<file path="src/hdl/ihfd_pkg.sv">
// Package for the hex-float to IEEE double converter.
// Status codes, constants and the leading-one helper. No dependencies.
package ihfd_pkg;

  localparam logic [63:0] NA_PATTERN = 64'h7FF0_0000_0000_07A2;

  typedef enum logic [1:0] {
    STATUS_OK      = 2'd0,
    STATUS_MISSING = 2'd1,
    STATUS_BADLEN  = 2'd2
  } status_t;

  // Position of the top set bit of a nonzero 56-bit fraction
  function automatic logic [5:0] top_bit(input logic [55:0] v);
    logic [5:0] p;
    p = 6'd0;
    for (int i = 0; i < 56; i++) begin
      if (v[i]) p = 6'(i);
    end
    return p;
  endfunction

endpackage

</file>
<file path="src/hdl/ibm_hex_float_to_ieee_double_top.sv">
// Top level of the hex-float to IEEE double converter.
// Depends on ihfd_pkg and ihfd_convert.
//
// Usage:
//   Input channel (valid/ready) carries raw_bytes and field_length; output
//   channel (out_valid/out_ready) carries double_bits and status.
//   Each input transfer is registered; conversion logic sits between the
//   input register and the result register.
//   A result is valid once the result register has taken it from the input
//   register; a stalled receiver can hold it back there.
//   Throughput: one item per cycle while out_ready is high; the rate is set by the single
//   normalize/round pass between the two registers.
//   in_ready is high whenever the input stage is empty or will move on, so
//   a new field is taken while an earlier result still waits.
//   When the receiver stalls, results hold in the output register and the
//   input register fills, after which in_ready drops.
//   Reset (rst, synchronous) empties both stages; no result is pending.
//   Status: 0 converted, 1 missing value, 2 bad field length.
//
module ibm_hex_float_to_ieee_double_top (
  input  logic        clk,
  input  logic        rst,
  input  logic        in_valid,
  output logic        in_ready,
  input  logic [63:0] raw_bytes,
  input  logic [3:0]  field_length,
  output logic        out_valid,
  input  logic        out_ready,
  output logic [63:0] double_bits,
  output logic [1:0]  status
);

  logic        s1_valid;
  logic [63:0] s1_raw;
  logic [3:0]  s1_len;
  logic [63:0] conv_bits;
  ihfd_pkg::status_t conv_status;
  logic        s2_load;

  assign s2_load  = s1_valid && (!out_valid || out_ready);
  assign in_ready = !s1_valid || s2_load;

  // input register
  always_ff @(posedge clk) begin
    if (rst) begin
      s1_valid <= 1'b0;
    end else if (in_ready) begin
      s1_valid <= in_valid;
    end
    if (in_ready && in_valid) begin
      s1_raw <= raw_bytes;
      s1_len <= field_length;
    end
  end

  ihfd_convert u_convert (
    .raw_bytes   (s1_raw),
    .field_length(s1_len),
    .double_bits (conv_bits),
    .status      (conv_status)
  );

  // result register
  always_ff @(posedge clk) begin
    if (rst) begin
      out_valid <= 1'b0;
    end else if (!out_valid || out_ready) begin
      out_valid <= s1_valid;
    end
    if (s2_load) begin
      double_bits <= conv_bits;
      status      <= conv_status;
    end
  end

endmodule

</file>
<file path="src/hdl/ihfd_convert.sv">
// Combinational conversion of one field: length check, NA detect, normalize, round.
// Depends on ihfd_pkg.
module ihfd_convert (
  input  logic [63:0]      raw_bytes,
  input  logic [3:0]       field_length,
  output logic [63:0]      double_bits,
  output ihfd_pkg::status_t status
);

  logic [63:0] mask;
  logic [63:0] raw;
  logic [55:0] frac;
  logic [6:0]  ex;
  logic [5:0]  p;
  logic [10:0] biased;
  logic [53:0] mant;
  logic [53:0] shr;
  logic [2:0]  rem;
  logic [2:0]  half;
  logic        rnd;
  logic [1:0]  s;
  logic        len_ok;

  always_comb begin
    len_ok = (field_length >= 4'd2) && (field_length <= 4'd8);
    // keep the leading field_length bytes
    mask = ~64'd0 << (7'd64 - {field_length[3:0], 3'd0});
    raw  = raw_bytes & (len_ok ? mask : 64'd0);
    ex   = raw[62:56];
    frac = raw[55:0];
    p    = ihfd_pkg::top_bit(frac);
    biased = 11'(p) + {2'd0, ex, 2'd0} + 11'd711;
    s    = 2'd0;
    rem  = 3'd0;
    half = 3'd0;
    shr  = 54'd0;
    rnd  = 1'b0;
    if (p <= 6'd52) begin
      mant = 54'(frac << (6'd52 - p));
    end else begin
      s    = 2'(p - 6'd52);
      shr  = 54'(frac >> s);
      rem  = frac[2:0] & ~(3'b111 << s);
      half = 3'd1 << (s - 2'd1);
      rnd  = (rem > half) || ((rem == half) && shr[0]);
      mant = shr + 54'(rnd);
      if (mant[53]) begin
        mant   = mant >> 1;
        biased = biased + 11'd1;
      end
    end

    if (!len_ok) begin
      double_bits = 64'd0;
      status      = ihfd_pkg::STATUS_BADLEN;
    end else if (raw[55:48] == 8'd0 && raw[63:56] != 8'd0) begin
      double_bits = ihfd_pkg::NA_PATTERN;
      status      = ihfd_pkg::STATUS_MISSING;
    end else if (frac == 56'd0) begin
      double_bits = 64'd0;
      status      = ihfd_pkg::STATUS_OK;
    end else begin
      double_bits = {raw[63], biased, mant[51:0]};
      status      = ihfd_pkg::STATUS_OK;
    end
  end

endmodule

</file>
<file path="config.mk">
export PLATFORM = sky130hd
export DESIGN_NAME = ibm_hex_float_to_ieee_double_top
export DESIGN_NICKNAME = d
export VERILOG_FILES = /design/src/hdl/ihfd_pkg.sv /design/src/hdl/ibm_hex_float_to_ieee_double_top.sv /design/src/hdl/ihfd_convert.sv
export SDC_FILE = /design/constraint.sdc
export NUM_CORES = 1
export LEC_CHECK = 0
export ABC_AREA = 1
export BUFFER_PORTS_ARGS = -buffer_cell sky130_fd_sc_hd__buf_2
export CORE_ASPECT_RATIO = 1.25
export CORE_MARGIN = 4
export CORE_UTILIZATION = 28
export CTS_CLUSTER_SIZE = 8
export DETAILED_ROUTE_END_ITERATION = 6
export HOLD_SLACK_MARGIN = 0.05
export PLACE_DENSITY = 0.56
export SLEW_MARGIN = 25
export SYNTH_ARGS = -nofsm -noshare
export SYNTH_HDL_FRONTEND = slang
export SYNTH_SLANG_ARGS = --single-unit
</file>
<file path="constraint.sdc">
create_clock -name clk -period 9.1 [get_ports clk]
set_input_delay 1.82 -clock clk [delete_from_list [all_inputs] [get_ports clk]]
set_output_delay 1.82 -clock clk [all_outputs]
set_load 0.03 [all_outputs]
</file>
==> impl_metrics.sql, run 1 <==
INSERT INTO impl_metrics (metric_group, metric, value, unit) VALUES
('outcome', 'run_status', 'finished clean', ''),
('timing', 'finalHoldViolCount', '0', ''),
('timing', 'period_share', '0.897', ''),
('clocking', 'postCtsSetupRepairBufs', '0', ''),
('timing', 'finalCriticalPeriod', '8160', 'ps'),
('clocking', 'cts_h_tree_depth', '4', ''),
('global_routing', 'grt_pass1_vias', '13667', ''),
('global_routing', 'grt_pass1_wl', '86300', 'µm'),
('floorplan', 'die_x', '203', 'µm'),
('setup_path', 'crit_path_top_delay_cell', 'ha_1', ''),
('global_routing', 'globalRouteOverflowTotal', '0', ''),
('clocking', 'post_cts.resized_instances', '0', ''),
('cells_and_area', 'area_growth', '14.3', '%'),
('cells_and_area', 'drive_above_1_share', '0.130', ''),
('setup_path', 'max_stage_delay', '420', 'ps'),
('logic_synthesis', 'yosysUniqueCellTypes', '47', ''),
('routing', 'via_count', '14754', ''),
('power', 'vdd_ir_drop_max', '0.144', 'mV'),
('global_routing', 'antenna_found_initial', '0', ''),
('setup_path', 'timing.critical_path.fanout_max', '13', ''),
('power', 'p_int', '0.00203', 'W'),
('clocking', 'cts.hold.buffers_added', '0', ''),
('clocking', 'cts.sinks', '136', ''),
('setup_path', 'critical_path_required_time', '9390', 'ps'),
('timing', 'final.setup_skew', '25.9', 'ps'),
('logic_synthesis', 'synth_edf_count', '134', ''),
('logic_synthesis', 'ys_ff_latch', '136', ''),
('setup_path', 'cp_data_arrival_time', '8450', 'ps'),
('logic_synthesis', 'async_flop_share', '0', ''),
('cells_and_area', 'n_fill_cell', '5362', ''),
('logic_synthesis', 'yosysMostFrequentCell', 'nand2_1', ''),
('placement', 'post-place-ws', '897', 'ps'),
('logic_synthesis', 'synthesis.nets', '2223', ''),
('setup_path', 'critPathMostFrequentCell', 'nand2_1', ''),
('power', 'cellPowerDensity', '296', 'nW/µm²'),
('routing', 'drt.antenna.violating_nets', '0', ''),
('cells_and_area', 'final_cell_count_without_fillers', '2875', ''),
('timing', 'finalSetupViolCount', '0', ''),
('clocking', 'cts.reportedPaths.clkPinSlew', '60', 'ps'),
('logic_synthesis', 'post_synth_main_area_contributors', 'edfxtp_1 (30%), nand2_1 (21%), nand3_1 (13%)', ''),
('placement', 'dp_hpwl', '48600', 'µm'),
('timing', 'rsz_0062_raised_after_global_routing', 'no', ''),
('power', 'seqPwrFrac', '0.184', ''),
('logic_synthesis', 'ys_seq_area_frac', '0.304', ''),
('logic_synthesis', 'synth_cells', '2133', ''),
('cells_and_area', 'antenna_cells', '0', ''),
('timing', 'transition_at_the_pin_with_the_smallest_max_transition_slack', '1040', 'ps'),
('logic_synthesis', 'yosys_most_used_dff', 'edfxtp_1', ''),
('timing', 'max_slew_margin', '0.304', ''),
('min_path', 'worstHoldPathType', 'flop to flop', ''),
('logic_synthesis', 'synth_area_leader_cell', 'edfxtp_1', ''),
('cells_and_area', 'finalCoreUtilization', '0.324', ''),
('logic_synthesis', 'synthesis.area_per_instance', '6.27', 'µm²'),
('routing', 'dr.pass1.iters', '5', ''),
('setup_path', 'setup.worst_path.start_class', 'flop', ''),
('floorplan', 'rows', '89', ''),
('clocking', 'clock_tree.root_cell', 'clkbuf_16', ''),
('logic_synthesis', 'yosysWarnings', '0', ''),
('timing', 'drv_slew', '0', ''),
('clocking', 'clockBufferDepth', '2', ''),
('floorplan', 'overall_die_height', '252', 'µm'),
('power', 'leakage_component_of_the_power', '7.25', 'nW'),
('floorplan', 'initial_utilization', '0.283', ''),
('power', 'combPwrFrac', '0.643', ''),
('setup_path', 'worst-setup-path-type', 'flop to flop', ''),
('timing', 'setup_total_negative_slack', '0', 'ps'),
('power', 'power.share.switching', '0.551', ''),
('global_routing', 'largest_net_degree_at_the_start_of_global_routing', '69', ''),
('placement', 'total_instance_count_after_detailed_placement', '2843', ''),
('clocking', 'clock_insertion_delay_worst_skew', '490', 'ps'),
('floorplan', 'fp.dieArea', '51300', 'µm²');
[cells in the final DEF, fill, tap and decap left out, drive strengths merged, types with 19 or more instances in the layout]
cell and count:
nor2 210, nand2 794, o21ai 106, buf 165, nand4 27, nand3 371
inv 203, edfxtp 134, a21oi 43, xor2 23, clkbuf 19, o211ai 42
[logic make-up (layout without fill, tap and decap cells)]
logic type | Yosys count | in the layout | share of synthesized area
flops | 136 | 136 | 0.304
xor+xnor | 38 | 38 | 0.0249
buf+inv | 294 | 399 | 0.0943
compound gates | 210 | 210 | 0.0896
fa+ha+maj | 18 | 18 | 0.0174
simple gates | 1437 | 1437 | 0.470
[flip-flops by register name, summed over array words and instances (netlist names)]
| name | cells |
|---|---|
| out_valid | 1 |
| s1_len | 4 |
| double_bits | 64 |
| status | 2 |
| s1_valid | 1 |
| s1_raw | 64 |
[area by class of cell]
class | instances | area, µm² | share of cell area
multi-input cells | 1703 | 8100 | 0.530
flip-flops and latches | 136 | 4060 | 0.266
repair buffers | 165 | 928 | 0.0608
well taps | 637 | 797 | 0.0522
inverters | 202 | 759 | 0.0497
clock buffers | 19 | 443 | 0.0290
clock inverters | 13 | 191 | 0.0125
[worst paths after layout]
| kind | from | end | slack (ps) | cells past startpoint |
|---|---|---|---|---|
| worst max-delay path | s1_len[0]$_DFFE_PP_ | double_bits[32]$_SDFFCE_PP0P_ | 940 | 77 |
| worst min-delay path | s1_valid$_SDFFE_PP0N_ | s1_valid$_SDFFE_PP0N_ | 530 | 2 |
| worst max register to register | s1_len[0]$_DFFE_PP_ | double_bits[32]$_SDFFCE_PP0P_ | 940 | 77 |
| worst min register to register | s1_valid$_SDFFE_PP0N_ | s1_valid$_SDFFE_PP0N_ | 530 | 2 |
[critical path, delay by kind of cell, from the launching register on]
family          cells  cell delay (ps)
simple gates       66             4960
fa+ha+maj           5             1450
buf+inv             3              460
compound gates      2              430
flops               1              390
xor+xnor            1              200
[layer usage]
| layer | GRT usage | up-vias | part of all wire |
|---|---|---|---|
| met5 | 0 | - | 0 |
| met4 | 0.0968 | 0 | 0.040 |
| met3 | 0.0352 | 74 | 0.056 |
| met2 | 0.367 | 551 | 0.47 |
| met1 | 0.293 | 6918 | 0.43 |
| li1 | - | 7211 | - |
[power groups by stage]
| stage | Sequential [W] | Combinational, W | Clock, W |
|---|---|---|---|
| final | 0.000832 | 0.00291 | 0.000785 |
| after global routing | 0.000839 | 0.00315 | 0.000825 |
| after CTS | 0.000836 | 0.00286 | 0.000800 |
| after detailed placement | 0.000849 | 0.00285 | 0 |
| after global placement | 0.000848 | 0.00287 | 0 |
| after floorplan | 0.000940 | 0.00178 | 0 |
[metrics by stage]
step / total power, W / cell area, µm² / hold slack (ps)
global placement: 0.00372 / 14600 / 509
global route: 0.00482 / 15300 / 558
floorplan: 0.00272 / 13400 / 445
detailed placement: 0.00370 / 14600 / 528
finish: 0.00452 / 15300 / 531
CTS: 0.00449 / 15300 / 535
(Power assumes the default switching activity.)
==> run 2, diff against run 1 <==
Settings changed: ABC_AREA 1 to default.
==> run 2 against run 1 <==
  * The flow now finishes with violations (DRC)
  * Utilization down 0.66 points
  * Routed wire length up 19%
  * Critical path depth down 55
  * Maximum frequency up 7.6%
  * Combinational power down 44%
  * Clock power down 10%
  * Setup slack better by 580 ps
  * Flip-flop and latch count unchanged
  * Sequential power down 2.8%
==> impl_metrics.sql, run 2 <==
INSERT INTO impl_metrics (metric_group, metric, value, unit) VALUES
('clocking', 'clock_insertion_delay_worst_skew', '470', 'ps'),
('logic_synthesis', 'yosysTopAreaCellShare', '0.263', ''),
('timing', 'period_share', '0.833', ''),
('routing', 'via_count', '16145', ''),
('setup_path', 'critical_path_required_time', '9290', 'ps'),
('timing', 'max_slew_margin', '0.236', ''),
('outcome', 'failing_checks', 'DRC', ''),
('cells_and_area', 'drive_above_1_share', '0.166', ''),
('cells_and_area', 'most-common-layout-cells', 'nand2_1 (228), nor2_1 (162), buf_2 (139)', ''),
('floorplan', 'overall_die_height', '270', 'µm'),
('clocking', 'tritoncts', 'yes', ''),
('placement', 'port_buffers', '139', ''),
('clocking', 'cts.reportedPaths.clkPinSlew', '60', 'ps'),
('cells_and_area', 'final_nets', '2028', ''),
('cells_and_area', 'antenna_cells', '0', ''),
('floorplan', 'pin_count', '140', ''),
('cells_and_area', 'n_fill_cell', '5806', ''),
('logic_synthesis', 'synthesis.area_per_instance', '8.09', 'µm²'),
('timing', 'drv_slew', '0', ''),
('outcome', 'run_status', 'finished with violations', ''),
('logic_synthesis', 'yosys_most_used_dff', 'edfxtp_1', ''),
('timing', 'final.setup_skew', '9.06', 'ps'),
('clocking', 'cts.sinks', '136', ''),
('timing', 'transition_at_the_pin_with_the_smallest_max_transition_slack', '1140', 'ps'),
('routing', 'drt.antenna.violating_nets', '0', ''),
('logic_synthesis', 'synth.mux.area_fraction', '0.106', ''),
('power', 'vdd_ir_drop_max', '0.154', 'mV'),
('setup_path', 'critical_path_buf_inv_count', '4', ''),
('global_routing', 'grt_usage', '0.232', ''),
('logic_synthesis', 'synth_area_leader_cell', 'edfxtp_1', ''),
('setup_path', 'worst-setup-path-type', 'flop to flop', ''),
('routing', 'post-route-drc-count', '13', ''),
('logic_synthesis', 'synth_fa_ha_area_frac', '0.0152', ''),
('floorplan', 'die_x', '217', 'µm'),
('logic_synthesis', 'yosysMostFrequentCell', 'nand2_1', ''),
('clocking', 'cts_h_tree_depth', '4', ''),
('logic_synthesis', 'synth_edf_count', '134', ''),
('clocking', 'clockBufferDepth', '2', ''),
('cells_and_area', 'finalCoreUtilization', '0.317', ''),
('global_routing', 'largest_net_degree_at_the_start_of_global_routing', '71', ''),
('global_routing', 'antenna_found_initial', '1', ''),
('floorplan', 'fp.dieArea', '58600', 'µm²'),
('setup_path', 'critPathMostFrequentCell', 'ha_1', ''),
('setup_path', 'worst_setup_ep_type', 'flop', ''),
('min_path', 'worstHoldPathType', 'flop to flop', ''),
('logic_synthesis', 'synthesis.nets', '1985', ''),
('routing', 'finalWirelength', '70000', 'µm'),
('logic_synthesis', 'async_flop_share', '0', ''),
('timing', 'rsz_0062_raised_after_global_routing', 'no', ''),
('logic_synthesis', 'yosys.area_share.simple', '0.249', ''),
('floorplan', 'rows', '95', ''),
('timing', 'setup_total_negative_slack', '0', 'ps'),
('setup_path', 'setup.worst_path.start_class', 'flop', ''),
('cells_and_area', 'area_growth', '11.6', '%'),
('global_routing', 'grt_pass1_wl', '103000', 'µm'),
('logic_synthesis', 'post_synth_main_area_contributors', 'edfxtp_1 (26%), nand2_1 (5.6%), mux2i_1 (4.9%)', ''),
('logic_synthesis', 'synth_cells', '1895', ''),
('setup_path', 'path_cells', 'inv_1 > ha_1 > inv_1 > o211a_1 > o31ai_2 > o21ai_4 > buf_4 > nor2_4 > buf_4 > mux2i_1 > nor2_1 > a31oi_1 > o22a_1 > ha_1 > ha_1 > o21a_1 > nand4_1 > nor4_4 > and2_1 > a21o_1 > a21boi_1 > o22ai_1', ''),
('logic_synthesis', 'ys_top_cells_by_count', 'nand2_1 (228), nor2_1 (162), a21oi_1 (134), edfxtp_1 (134), o21ai_0 (115)', ''),
('global_routing', 'globalRouteOverflowTotal', '0', ''),
('clocking', 'clock_tree.root_cell', 'clkbuf_16', ''),
('logic_synthesis', 'ys_seq_area_frac', '0.265', ''),
('cells_and_area', 'most_common_library_cell_in_the_layout_ignoring_fill_and_taps', 'nand2_1', ''),
('cells_and_area', 'largest_registers', 'double_bits: 64 flops, s1_raw: 64 flops, s1_len: 4 flops', ''),
('timing', 'max_clock_freq', '132', 'MHz'),
('power', 'leakage_component_of_the_power', '6.08', 'nW'),
('clocking', 'cts.hold.buffers_added', '0', ''),
('setup_path', 'max_stage_delay', '720', 'ps'),
('setup_path', 'cpLargestDelayFamily', 'compound AO/OA/AOI/OAI gates', ''),
('power', 'cellPowerDensity', '183', 'nW/µm²'),
('logic_synthesis', 'synth_top_family_by_area', 'compound AO/OA/AOI/OAI gates', ''),
('logic_synthesis', 'synth-xor-area-share', '0.0336', ''),
('floorplan', 'initial_utilization', '0.284', ''),
('routing', 'avgViaCountPerCell', '6.03', ''),
('setup_path', 'ff2ff_setup_slack', '1520', 'ps'),
('logic_synthesis', 'synthesis.area', '15300', 'µm²'),
('timing', 'finalHoldViolCount', '0', ''),
('logic_synthesis', 'yosysWarnings', '0', ''),
('setup_path', 'crit_path_top_delay_cell', 'a21o_1', ''),
('clocking', 'cts_inserted_buffers', '17', ''),
('logic_synthesis', 'yosysUniqueCellTypes', '125', ''),
('logic_synthesis', 'ys_ff_latch', '136', ''),
('routing', 'dr.pass1.iters', '7', ''),
('timing', 'finalSetupViolCount', '0', ''),
('placement', 'globalplace.congestion', '0.993', ''),
('routing', 'drt-wirelength-per-cell', '26.1', 'µm'),
('clocking', 'post_cts.resized_instances', '0', ''),
('floorplan', 'design.core.area', '54000', 'µm²'),
('routing', 'violation_count_after_the_first_detailed_route_iteration', '2322', ''),
('logic_synthesis', 'post_synthesis_compound_gate_area_fraction', '0.270', ''),
('timing', 'finalCriticalPeriod', '7580', 'ps'),
('placement', 'dp_hpwl', '54800', 'µm'),
('global_routing', 'grt_pass1_vias', '15247', ''),
('setup_path', 'cp_data_arrival_time', '7770', 'ps'),
('setup_path', 'timing.critical_path.fanout_max', '35', ''),
('clocking', 'postCtsSetupRepairBufs', '0', ''),
('flow_run', 'cap_viol_max_count', '0', '');
run 2: power by group:
group	internal, W	switching [W]
registers	0.000761	0.0000481
clock network	0.000403	0.000302
logic	0.000505	0.00111
run 2: layout make-up:
| cell class | instances | area (µm²) | area share |
|---|---|---|---|
| clock inverters | 14 | 149 | 0.00870 |
| flip-flops and latches | 136 | 4060 | 0.238 |
| multi-input cells | 1562 | 10400 | 0.608 |
| inverters | 42 | 161 | 0.00944 |
| repair buffers | 179 | 996 | 0.0582 |
| clock buffers | 18 | 429 | 0.0251 |
| well taps | 727 | 910 | 0.0532 |
run 2: metrics by stage:
stage	total power, W	cells	instance area, µm²	worst slack [ps]	hold WS [ps]
after CTS	0.00311	2678	17100	1660	517
after detailed placement	0.00240	2646	16500	1720	507
after global placement	0.00240	2646	16500	1800	498
final	0.00313	2678	17100	1520	518
after global routing	0.00328	2678	17100	1160	579
after floorplan	0.00191	1895	15300	2380	478
run 2: final timing paths:
kind,endpoint,from,cells after the start
setup / recovery,double_bits[17]$_SDFFCE_PP0P_,s1_len[1]$_DFFE_PP_,22
hold / removal,out_valid$_SDFFE_PP0P_,s1_valid$_SDFFE_PP0N_,2
hold reg to reg,out_valid$_SDFFE_PP0P_,s1_valid$_SDFFE_PP0N_,2
setup reg to reg,double_bits[17]$_SDFFCE_PP0P_,s1_len[1]$_DFFE_PP_,22
run 2: logic make-up after synthesis:
kind of cell	after synthesis
buf+inv	197
mux	123
compound gates	605
xor+xnor	58
simple gates	758
flops	136
fa+ha+maj	18
run 2: metal layers:
layer	GRT usage	share of wire	vias up	wire length, µm
met5	0	0	-	0
met4	0.111	0.053	0	3690
met3	0.0443	0.084	155	5870
met2	0.361	0.45	933	31500
met1	0.308	0.41	7717	28900
li1	-	-	7340	-
run 2: worst min-delay path, delay by kind of cell (launching register included):
kind	cells	cell delay, ps
simple gates	2	140
flops	1	330
